===== src/rtl/h2r_pkg.sv =====
// Shared widths and constants for the HSV to RGB pixel converter.
// Used by the stream interfaces, the rounding scaler and the top level.
// No dependencies.
package h2r_pkg;

  // Field widths
  localparam int HUE_W  = 9;
  localparam int FRAC_W = 8;
  localparam int CH_W   = 8;

  // Angle and fraction constants
  localparam int SECTOR_DEG = 60;
  localparam int FULL_DEG   = 360;
  localparam int FULL_FRAC  = 255;

  // Each channel level is num / DEN, with DEN = 255 * 60
  localparam int DEN  = FULL_FRAC * SECTOR_DEG;
  localparam int DEN2 = 2 * DEN;

  // Widths of the intermediate products
  localparam int D_W    = 6;   // 60 - ramp position, 0..60
  localparam int SD_W   = 14;  // sat * d, up to 15300
  localparam int PB_W   = 16;  // val * (255 - sat)
  localparam int MID_W  = 22;  // val * (15300 - sat * d)
  localparam int N_W    = 23;  // 2 * num + DEN, below 2^23
  localparam int QUO_W  = 9;   // quotient before the clamp

  // Reciprocal of 2 * DEN: floor(n * K / 2^S) equals floor(n / 2*DEN) for all n < 2^N_W
  localparam int RECIP_SHIFT = 38;
  localparam int RECIP_W     = 24;
  localparam logic [RECIP_W-1:0] RECIP_K =
    RECIP_W'(((64'd1 << RECIP_SHIFT) + 64'(DEN2) - 64'd1) / 64'(DEN2));

endpackage


===== src/rtl/h2r_if.sv =====
// Valid/ready stream interfaces for HSV input words and RGB result words.
// Depends on h2r_pkg for the field widths.
interface h2r_hsv_if;
  import h2r_pkg::*;

  logic              valid;
  logic              ready;
  logic [HUE_W-1:0]  hue_deg;
  logic [FRAC_W-1:0] sat_frac;
  logic [FRAC_W-1:0] val_frac;

  modport source (output valid, output hue_deg, output sat_frac, output val_frac,
                  input ready);
  modport sink   (input valid, input hue_deg, input sat_frac, input val_frac,
                  output ready);
endinterface

interface h2r_rgb_if;
  import h2r_pkg::*;

  logic            valid;
  logic            ready;
  logic [CH_W-1:0] red_out;
  logic [CH_W-1:0] green_out;
  logic [CH_W-1:0] blue_out;

  modport source (output valid, output red_out, output green_out, output blue_out,
                  input ready);
  modport sink   (input valid, input red_out, input green_out, input blue_out,
                  output ready);
endinterface


===== src/rtl/h2r_scale.sv =====
// Rounding scaler: q = min(255, floor(n / (2*255*60))) by reciprocal multiply.
// Registered output with load enable. Depends on h2r_pkg.
module h2r_scale (
  input  logic                      clk,
  input  logic                      en,
  input  logic [h2r_pkg::N_W-1:0]   n_in,
  output logic [h2r_pkg::CH_W-1:0]  q_out
);
  import h2r_pkg::*;

  localparam int PROD_W = N_W + RECIP_W;

  logic [PROD_W-1:0] prod;
  logic [QUO_W-1:0]  quo;
  logic [CH_W-1:0]   q_nxt;
  logic [CH_W-1:0]   q_r;

  // Reciprocal multiply, then clamp to the channel range
  always_comb begin
    prod  = PROD_W'(n_in) * PROD_W'(RECIP_K);
    quo   = prod[RECIP_SHIFT +: QUO_W];
    q_nxt = (quo > QUO_W'(FULL_FRAC)) ? CH_W'(FULL_FRAC) : quo[CH_W-1:0];
  end

  always_ff @(posedge clk) begin
    if (en) begin
      q_r <= q_nxt;
    end
  end

  assign q_out = q_r;

endmodule


===== src/rtl/hsv_to_rgb_pixel.sv =====
// HSV to RGB pixel converter, top level: five-stage pipeline with per-stage stall.
// Depends on h2r_pkg, h2r_if (h2r_hsv_if, h2r_rgb_if) and h2r_scale.
//
// Converts one pixel per clock while the output takes words: hue in whole degrees
// (360..511 wrap by 360), saturation and value as 8-bit fractions with 255 meaning
// 1.0, to 8-bit red, green and blue rounded to nearest. Every stage is fully
// pipelined, so the sustained rate is one word per cycle while the output is ready.
// Stages: hue sector decode, the two 8-bit products, the value multiply for the
// ramp level, the reciprocal-multiply rounding, and the output select register.
// Each stage holds its word while the one after it is full and held, and empty
// stages fill even when the output stalls, so in_ch.ready drops only once all five
// stages hold words.
module hsv_to_rgb_pixel (
  input  logic      clk,
  input  logic      rst_n,
  h2r_hsv_if.sink   in_ch,
  h2r_rgb_if.source out_ch
);
  import h2r_pkg::*;

  // Sector codes
  localparam logic [2:0] SEC_0 = 3'd0;
  localparam logic [2:0] SEC_1 = 3'd1;
  localparam logic [2:0] SEC_2 = 3'd2;
  localparam logic [2:0] SEC_3 = 3'd3;
  localparam logic [2:0] SEC_4 = 3'd4;
  localparam logic [2:0] SEC_5 = 3'd5;

  // Stage valid bits and load enables
  logic v1_r, v2_r, v3_r, v4_r, v5_r;
  logic en1, en2, en3, en4, en5;

  assign en5 = !v5_r || out_ch.ready;
  assign en4 = !v4_r || en5;
  assign en3 = !v3_r || en4;
  assign en2 = !v2_r || en3;
  assign en1 = !v1_r || en2;
  assign in_ch.ready = en1;

  always_ff @(posedge clk) begin
    if (!rst_n) begin
      v1_r <= 1'b0;
      v2_r <= 1'b0;
      v3_r <= 1'b0;
      v4_r <= 1'b0;
      v5_r <= 1'b0;
    end else begin
      if (en1) v1_r <= in_ch.valid;
      if (en2) v2_r <= v1_r;
      if (en3) v3_r <= v2_r;
      if (en4) v4_r <= v3_r;
      if (en5) v5_r <= v4_r;
    end
  end

  // Stage 1: wrap hue, find sector and distance of the ramp from its top
  logic [HUE_W-1:0]  hue_w, base, hue_off;
  logic [2:0]        sect_nxt;
  logic [D_W-1:0]    d_nxt;
  logic [2:0]        sect1_r;
  logic [D_W-1:0]    d1_r;
  logic [FRAC_W-1:0] sat1_r, val1_r;

  always_comb begin
    hue_w = (in_ch.hue_deg >= HUE_W'(FULL_DEG)) ? in_ch.hue_deg - HUE_W'(FULL_DEG)
                                                : in_ch.hue_deg;
    if (hue_w >= HUE_W'(5 * SECTOR_DEG)) begin
      sect_nxt = SEC_5;
      base     = HUE_W'(5 * SECTOR_DEG);
    end else if (hue_w >= HUE_W'(4 * SECTOR_DEG)) begin
      sect_nxt = SEC_4;
      base     = HUE_W'(4 * SECTOR_DEG);
    end else if (hue_w >= HUE_W'(3 * SECTOR_DEG)) begin
      sect_nxt = SEC_3;
      base     = HUE_W'(3 * SECTOR_DEG);
    end else if (hue_w >= HUE_W'(2 * SECTOR_DEG)) begin
      sect_nxt = SEC_2;
      base     = HUE_W'(2 * SECTOR_DEG);
    end else if (hue_w >= HUE_W'(SECTOR_DEG)) begin
      sect_nxt = SEC_1;
      base     = HUE_W'(SECTOR_DEG);
    end else begin
      sect_nxt = SEC_0;
      base     = '0;
    end
    hue_off = hue_w - base;
    // rising ramp in even sectors, falling in odd ones
    d_nxt = sect_nxt[0] ? hue_off[D_W-1:0] : D_W'(SECTOR_DEG) - hue_off[D_W-1:0];
  end

  always_ff @(posedge clk) begin
    if (en1) begin
      sect1_r <= sect_nxt;
      d1_r    <= d_nxt;
      sat1_r  <= in_ch.sat_frac;
      val1_r  <= in_ch.val_frac;
    end
  end

  // Stage 2: sat * d for the ramp, val * (255 - sat) for the floor level
  logic [SD_W-1:0]   sd2_r;
  logic [PB_W-1:0]   pb2_r;
  logic [FRAC_W-1:0] val2_r;
  logic [2:0]        sect2_r;

  always_ff @(posedge clk) begin
    if (en2) begin
      sd2_r   <= SD_W'(sat1_r) * SD_W'(d1_r);
      pb2_r   <= PB_W'(val1_r) * PB_W'(FRAC_W'(FULL_FRAC) - sat1_r);
      val2_r  <= val1_r;
      sect2_r <= sect1_r;
    end
  end

  // Stage 3: ramp level numerator, both levels biased for rounding
  logic [MID_W-1:0]  mid_num;
  logic [N_W-1:0]    n_mid_nxt, n_bot_nxt;
  logic [N_W-1:0]    n_mid3_r, n_bot3_r;
  logic [FRAC_W-1:0] val3_r;
  logic [2:0]        sect3_r;

  always_comb begin
    mid_num   = MID_W'(val2_r) * MID_W'(SD_W'(DEN) - sd2_r);
    n_mid_nxt = {mid_num, 1'b0} + N_W'(DEN);
    n_bot_nxt = N_W'(pb2_r) * N_W'(2 * SECTOR_DEG) + N_W'(DEN);
  end

  always_ff @(posedge clk) begin
    if (en3) begin
      n_mid3_r <= n_mid_nxt;
      n_bot3_r <= n_bot_nxt;
      val3_r   <= val2_r;
      sect3_r  <= sect2_r;
    end
  end

  // Stage 4: round to 8 bits
  logic [CH_W-1:0]   q_mid4, q_bot4;
  logic [FRAC_W-1:0] val4_r;
  logic [2:0]        sect4_r;

  h2r_scale u_scale_mid (
    .clk   (clk),
    .en    (en4),
    .n_in  (n_mid3_r),
    .q_out (q_mid4)
  );

  h2r_scale u_scale_bot (
    .clk   (clk),
    .en    (en4),
    .n_in  (n_bot3_r),
    .q_out (q_bot4)
  );

  always_ff @(posedge clk) begin
    if (en4) begin
      val4_r  <= val3_r;
      sect4_r <= sect3_r;
    end
  end

  // Stage 5: place top, ramp and floor levels by sector
  logic [CH_W-1:0] top4;
  logic [CH_W-1:0] r_nxt, g_nxt, b_nxt;
  logic [CH_W-1:0] r5_r, g5_r, b5_r;

  assign top4 = CH_W'(val4_r);

  always_comb begin
    unique case (sect4_r)
      SEC_0:   begin r_nxt = top4;   g_nxt = q_mid4; b_nxt = q_bot4; end
      SEC_1:   begin r_nxt = q_mid4; g_nxt = top4;   b_nxt = q_bot4; end
      SEC_2:   begin r_nxt = q_bot4; g_nxt = top4;   b_nxt = q_mid4; end
      SEC_3:   begin r_nxt = q_bot4; g_nxt = q_mid4; b_nxt = top4;   end
      SEC_4:   begin r_nxt = q_mid4; g_nxt = q_bot4; b_nxt = top4;   end
      default: begin r_nxt = top4;   g_nxt = q_bot4; b_nxt = q_mid4; end
    endcase
  end

  always_ff @(posedge clk) begin
    if (en5) begin
      r5_r <= r_nxt;
      g5_r <= g_nxt;
      b5_r <= b_nxt;
    end
  end

  assign out_ch.valid     = v5_r;
  assign out_ch.red_out   = r5_r;
  assign out_ch.green_out = g5_r;
  assign out_ch.blue_out  = b5_r;

  // Assertions
  // ramp level always lies between the floor and the top level
  a_level_order: assert property (@(posedge clk) disable iff (!rst_n)
    v4_r |-> (q_bot4 <= q_mid4) && (q_mid4 <= top4))
    else $error("ramp level outside floor..top range");

  // a held stage keeps its word while the next one is full
  a_stage3_hold: assert property (@(posedge clk) disable iff (!rst_n)
    (v3_r && !en4) |=> v3_r && $stable(n_mid3_r) && $stable(n_bot3_r))
    else $error("stage 3 word lost during stall");

  // input is refused only with every stage full and the output stalled
  a_ready_full: assert property (@(posedge clk) disable iff (!rst_n)
    !in_ch.ready |-> v1_r && v2_r && v3_r && v4_r && v5_r && !out_ch.ready)
    else $error("input refused with a free stage");

  // nothing comes out right after reset
  a_reset_empty: assert property (@(posedge clk)
    !rst_n |=> !out_ch.valid)
    else $error("output valid after reset");

endmodule


===== src/flat_wrapper.sv =====
// flat-port wrapper written by rule: the top's interface ports become plain ports
module hsv_to_rgb_pixel_flat import h2r_pkg::*;
  (clk, rst_n, in_ch_valid, in_ch_hue_deg, in_ch_sat_frac, in_ch_val_frac, in_ch_ready, out_ch_valid, out_ch_red_out, out_ch_green_out, out_ch_blue_out, out_ch_ready);
  h2r_hsv_if in_ch_i ();
  h2r_rgb_if out_ch_i ();
  input  logic clk;
  input  logic rst_n;
  input wire logic [$bits(in_ch_i.valid)-1:0] in_ch_valid;
  input wire logic [$bits(in_ch_i.hue_deg)-1:0] in_ch_hue_deg;
  input wire logic [$bits(in_ch_i.sat_frac)-1:0] in_ch_sat_frac;
  input wire logic [$bits(in_ch_i.val_frac)-1:0] in_ch_val_frac;
  output wire logic [$bits(in_ch_i.ready)-1:0] in_ch_ready;
  output wire logic [$bits(out_ch_i.valid)-1:0] out_ch_valid;
  output wire logic [$bits(out_ch_i.red_out)-1:0] out_ch_red_out;
  output wire logic [$bits(out_ch_i.green_out)-1:0] out_ch_green_out;
  output wire logic [$bits(out_ch_i.blue_out)-1:0] out_ch_blue_out;
  input wire logic [$bits(out_ch_i.ready)-1:0] out_ch_ready;
  assign in_ch_i.valid = in_ch_valid;
  assign in_ch_i.hue_deg = in_ch_hue_deg;
  assign in_ch_i.sat_frac = in_ch_sat_frac;
  assign in_ch_i.val_frac = in_ch_val_frac;
  assign in_ch_ready = in_ch_i.ready;
  assign out_ch_valid = out_ch_i.valid;
  assign out_ch_red_out = out_ch_i.red_out;
  assign out_ch_green_out = out_ch_i.green_out;
  assign out_ch_blue_out = out_ch_i.blue_out;
  assign out_ch_i.ready = out_ch_ready;
  hsv_to_rgb_pixel u_core (.clk(clk), .rst_n(rst_n), .in_ch(in_ch_i), .out_ch(out_ch_i));
endmodule

===== config.mk =====
export PLATFORM = sky130hd
export DESIGN_NAME = hsv_to_rgb_pixel_flat
export DESIGN_NICKNAME = d
export VERILOG_FILES = /design/src/rtl/h2r_pkg.sv /design/src/rtl/h2r_if.sv /design/src/rtl/h2r_scale.sv /design/src/rtl/hsv_to_rgb_pixel.sv /design/src/flat_wrapper.sv
export SDC_FILE = /design/constraint.sdc
export NUM_CORES = 2
export LEC_CHECK = 0
export BUFFER_PORTS_ARGS = -buffer_cell sky130_fd_sc_hd__buf_2
export CAP_MARGIN = 20
export CELL_PAD_IN_SITES_DETAIL_PLACEMENT = 0
export CELL_PAD_IN_SITES_GLOBAL_PLACEMENT = 1
export CORE_AREA = 2 2 264 266
export CTS_CLUSTER_SIZE = 20
export DETAILED_ROUTE_END_ITERATION = 10
export DIE_AREA = 0 0 266 268
export GPL_TIMING_DRIVEN = 0
export HOLD_SLACK_MARGIN = 0.02
export PLACE_DENSITY = 0.78
export SLEW_MARGIN = 10
export SYNTH_ARGS = -nofsm -noshare
export SYNTH_HDL_FRONTEND = slang
export SYNTH_SLANG_ARGS = --single-unit

===== constraint.sdc =====
create_clock -name clk -period 7.8 [get_ports clk]
set_clock_uncertainty 0.1 [all_clocks]
set_input_delay 0 -clock clk [delete_from_list [all_inputs] [get_ports clk]]
set_output_delay 0 -clock clk [all_outputs]
set_load 0.02 [all_outputs]

==> impl_results.md <==
- Run status: finished clean
- Place WS: 0.467 ns
- FFs w/ async S/R, synth: 0
- Post-Syn Instances: 2,986
- Post-synthesis xor/xnor area fraction: 0.0368
- Fin. Hold Viols: 0
- Post-synthesis sequential area ratio: 0.171
- Final cycle utilization of the critical path: 0.927
- Tot GR Track Use: 0.192
- Drt initial violations: between 800 and 900
- First-pass GRT wire length: 108,000 um
- Worst reg-to-reg path cell count: 23
- Worst EP arrival: 7.41 ns
- R2R Path Start: u_core.sd2_r[0]$_DFFE_PP_
- Multi-input gate area: 0.0225 mm2
- R2R Path End: u_core.n_mid3_r[21]$_DFFE_PP_
- DR vias: ~20,000
- Initial Util: 0.446
- Hold_buf cts: 25
- Layout cells sized above 1: 0.0381
- Largest family of logic cells by synthesized area: adder cells
- Root Driver: clkbuf_16
- Final WS setup: 0.567 ns
- Die area: 0.0713 mm2
- Drc violations: 0
- TritonRoute pass-1 iters: 5
- Max Used Layer: met5
- Dpl hpwl: 54,900 um
- Final setup fails: 0
- EDFF count, synth: 170
- Hold Path Origin: in_ch_hue_deg[6]
- # diodes: 0
- YS warnings: 0
- Wire length on met2: 30,100 um
- Slew margin rel.: 0.255
- Synth Area in Simple Gates: 0.0923
- Post-CTS Resized: 0
- Total routed wirelength: 64,400 um
- Max clock buf depth: 2
- CP Launch Type: flip-flop
- Non-Filler Instances: 3,982
- Post-synth cell types: 79
- Filler cells: 6,385
- Met1 wire length: 30,900 um
- CTS sink count: between 150 and 200
- Largest net degree at the start of global routing: 34
- Worst Setup End Kind: flip-flop
- Final instance area: around 0.033 mm2
- Vias in the first global route: around 21,000
- H-Tree Level Count: 4
- Critical path peak fanout: 10
- Critical path class: reg2reg
- Num CTS Buffers: 17
- Post-route minimum period: slightly above 7 ns
- Met3 Wirelength: between 2000 and 2500 um
- Total Neg Setup Slack: 0 ns
- Mux cell area share after synthesis: 0.00822
- Synth Cell Area: 0.0305 mm2
- Post-synthesis compound-gate area fraction: 0.0805
- Worst-margin pin slew: around 1.1 ns
- Area after DPL: 0.0319 mm2
- Mapped Nets: 4,018
- Die H: 268 um
- Rows: 96
- Mean Syn Cell Area: about 10 um2
- FMAX: 138 MHz
- # Max-Cap Violations: 0
- Port Buffers: between 50 and 60
- Clock Pin Slew Worst Setup and Hold Paths: 0.07 ns
- Post-CTS Setup Inserts: 0
- Flop2flop setup slack: between 0.5 and 0.6 ns
- Die Wd: 266 um
- Remaining Overflow, GRT: 0
- Number of placed instances with taps included: 3,925
- Nets: roughly 4,100
- Core ar.: 0.0682 mm2
- CTS tree: done
- Worst Hold End: u_core.sect1_r[1]$_SDFFCE_PP0P_
- Synthesized flop and latch total: 175
- Area Growth Syn to Fin: 7.50%
- Most used DFF post-synth: edfxtp_1
- Final Max Tran Viols: 0
- HP Class: in2reg
- Worst Path Required: between 7 and 8 ns
- Seq. cell area: about 0.0052 mm2
- GPL Wtd Cong: 0.839
- RSZ-0062 raised after global routing: no
- Num ports: between 50 and 60
- Clock latency on the worst-skew pair: 0.49 ns
- DRT antenna net count: 0
- Initial antenna violation count: 2
- DR vias/cell: 5.03
- Drt wl/cell: around 16 um
- Hold Path Stages: 5
- Adder-cell share of the synthesized area: 0.520
[cell usage after synthesis, drive strengths merged (6+ instances only)]
cell | instances | area, um2
or2 | 13 | 81.3
nor2b | 73 | 457
o211ai | 8 | 60.1
nand2 | 155 | 582
nor2 | 69 | 262
o22a | 8 | 70.1
xor2 | 39 | 349
a211oi | 10 | 80.1
nand2b | 41 | 272
a21boi | 6 | 45.0
xnor2 | 88 | 771
and4 | 6 | 52.6
mux2i | 25 | 250
a31oi | 9 | 56.3
nand4 | 15 | 93.8
a2111oi | 7 | 62.6
inv | 706 | 2650
or3 | 8 | 50.1
nor3 | 21 | 105
o21bai | 16 | 120
and3 | 12 | 75.1
a22o | 9 | 78.8
a21o | 34 | 255
o22ai | 25 | 156
edfxtp | 170 | 5100
a21oi | 106 | 531
o21a | 11 | 82.6
o21ai | 81 | 409
fa | 436 | 8730
and2 | 89 | 557
clkbuf | 28 | 105
ha | 567 | 7090
nand3 | 28 | 140
[state kept, by name (all words and copies together) (netlist names), 3 cells and up]
name                      cells
u_core.d1_r                   6
u_core.n_bot3_r              20
u_core.n_mid3_r              22
u_core.out_ch.blue_out        8
u_core.out_ch.green_out       8
u_core.out_ch.red_out         8
u_core.pb2_r                 16
u_core.sat1_r                 8
u_core.sd2_r                 14
u_core.sect1_r                3
u_core.sect2_r                3
u_core.sect3_r                3
u_core.sect4_r                3
u_core.top4                   8
u_core.u_scale_bot.q_out      8
u_core.u_scale_mid.q_out      8
u_core.val1_r                 8
u_core.val2_r                 8
u_core.val3_r                 8
[stage by stage]
step | hold slack, ns | utilization
global route | 0.0914 | 0.480
finish | 0.0650 | 0.480
detailed placement | 0.0781 | 0.468
global placement | 0.0768 | 0.467
CTS | 0.0235 | 0.480
floorplan | -0.00113 | -
[area by class of cell]
class                           count  area share
Inverter                          707      0.0810
Tap cell                          882      0.0337
Multi-Input combinational cell   2071       0.686
Clock inverter                     14     0.00432
Timing Repair Buffer               82      0.0178
Clock buffer                       18      0.0138
Sequential cell                   175       0.159
Buffer                             33     0.00405
[metal layers]
| metal | vias up | global-route usage |
|---|---|---|
| met5 | - | 0 |
| met4 | 2 | 0.0459 |
| met3 | 65 | 0.0268 |
| met2 | 278 | 0.321 |
| met1 | 9781 | 0.263 |
| li1 | 9900 | - |
[logic make-up (layout without fill, tap and decap cells)]
family,after synthesis,count (layout)
DFF,175,175
xor gates and xnor gates,127,127
buffers and inverters,740,854
adders and majority gates,1004,1004
muxes,25,25
and+or+nand+nor,538,538
AOI/OAI and AO/OA,377,377
[worst max-delay path by stage]
stage / start / end / slack (ns) / cells after the start
after floorplan: u_core.sd2_r[0]$_DFFE_PP_ / u_core.n_mid3_r[22]$_DFFE_PP_ / 1.49 / 23
after global placement: u_core.n_mid3_r[6]$_DFFE_PP_ / u_core.u_scale_mid.q_out[2]$_SDFFCE_PN1P_ / 0.42 / 21
after detailed placement: u_core.n_mid3_r[6]$_DFFE_PP_ / u_core.u_scale_mid.q_out[2]$_SDFFCE_PN1P_ / 0.47 / 21
after CTS: u_core.n_mid3_r[6]$_DFFE_PP_ / u_core.u_scale_mid.q_out[2]$_SDFFCE_PN1P_ / 0.41 / 21
after global routing: u_core.n_mid3_r[3]$_DFFE_PP_ / u_core.u_scale_mid.q_out[3]$_SDFFCE_PN1P_ / 0.08 / 23
final: u_core.sd2_r[0]$_DFFE_PP_ / u_core.n_mid3_r[21]$_DFFE_PP_ / 0.57 / 23
[critical path: stages, from the launching register on]
cell and delay [ns]:
edfxtp_1 0.54, inv_1 0.08, ha_1 0.24, o21ai_0 0.36, nand3_1 0.14, xor2_1 0.57, and2_1 0.25, fa_1 0.43
fa_1 0.47, fa_1 0.54, inv_1 0.05, fa_1 0.52, inv_1 0.04, ha_1 0.27, buf_2 0.17, a211o_1 0.32
or3_1 0.37, and2_1 0.20, a41oi_1 0.24, xnor2_1 0.23, nand3_1 0.19, nor3_1 0.28, nand3_1 0.14, xnor2_1 0.28
[cell usage in the layout (no fill, tap or decap), drive strengths merged, types with 5 or more instances in the layout]
master / count
a2111oi: 7
a211o: 5
a211oi: 10
a21boi: 6
a21o: 34
a21oi: 106
a22o: 9
a31oi: 9
and2: 89
and3: 12
and4: 6
buf: 62
clkbuf: 46
clkinv: 6
dfxtp: 5
dlygate4sd3: 25
edfxtp: 170
fa: 436
ha: 567
inv: 714
mux2i: 25
nand2: 155
nand2b: 41
nand3: 28
nand4: 15
nor2: 69
nor2b: 73
nor3: 21
o211ai: 8
o21a: 11
o21ai: 81
o21bai: 16
o221ai: 5
o22a: 8
o22ai: 25
o31ai: 5
or2: 13
or3: 8
xnor2: 88
xor2: 39
Power is not shown: default switching activity piles up to over one toggle a cycle in this logic, so the estimate is an artifact.
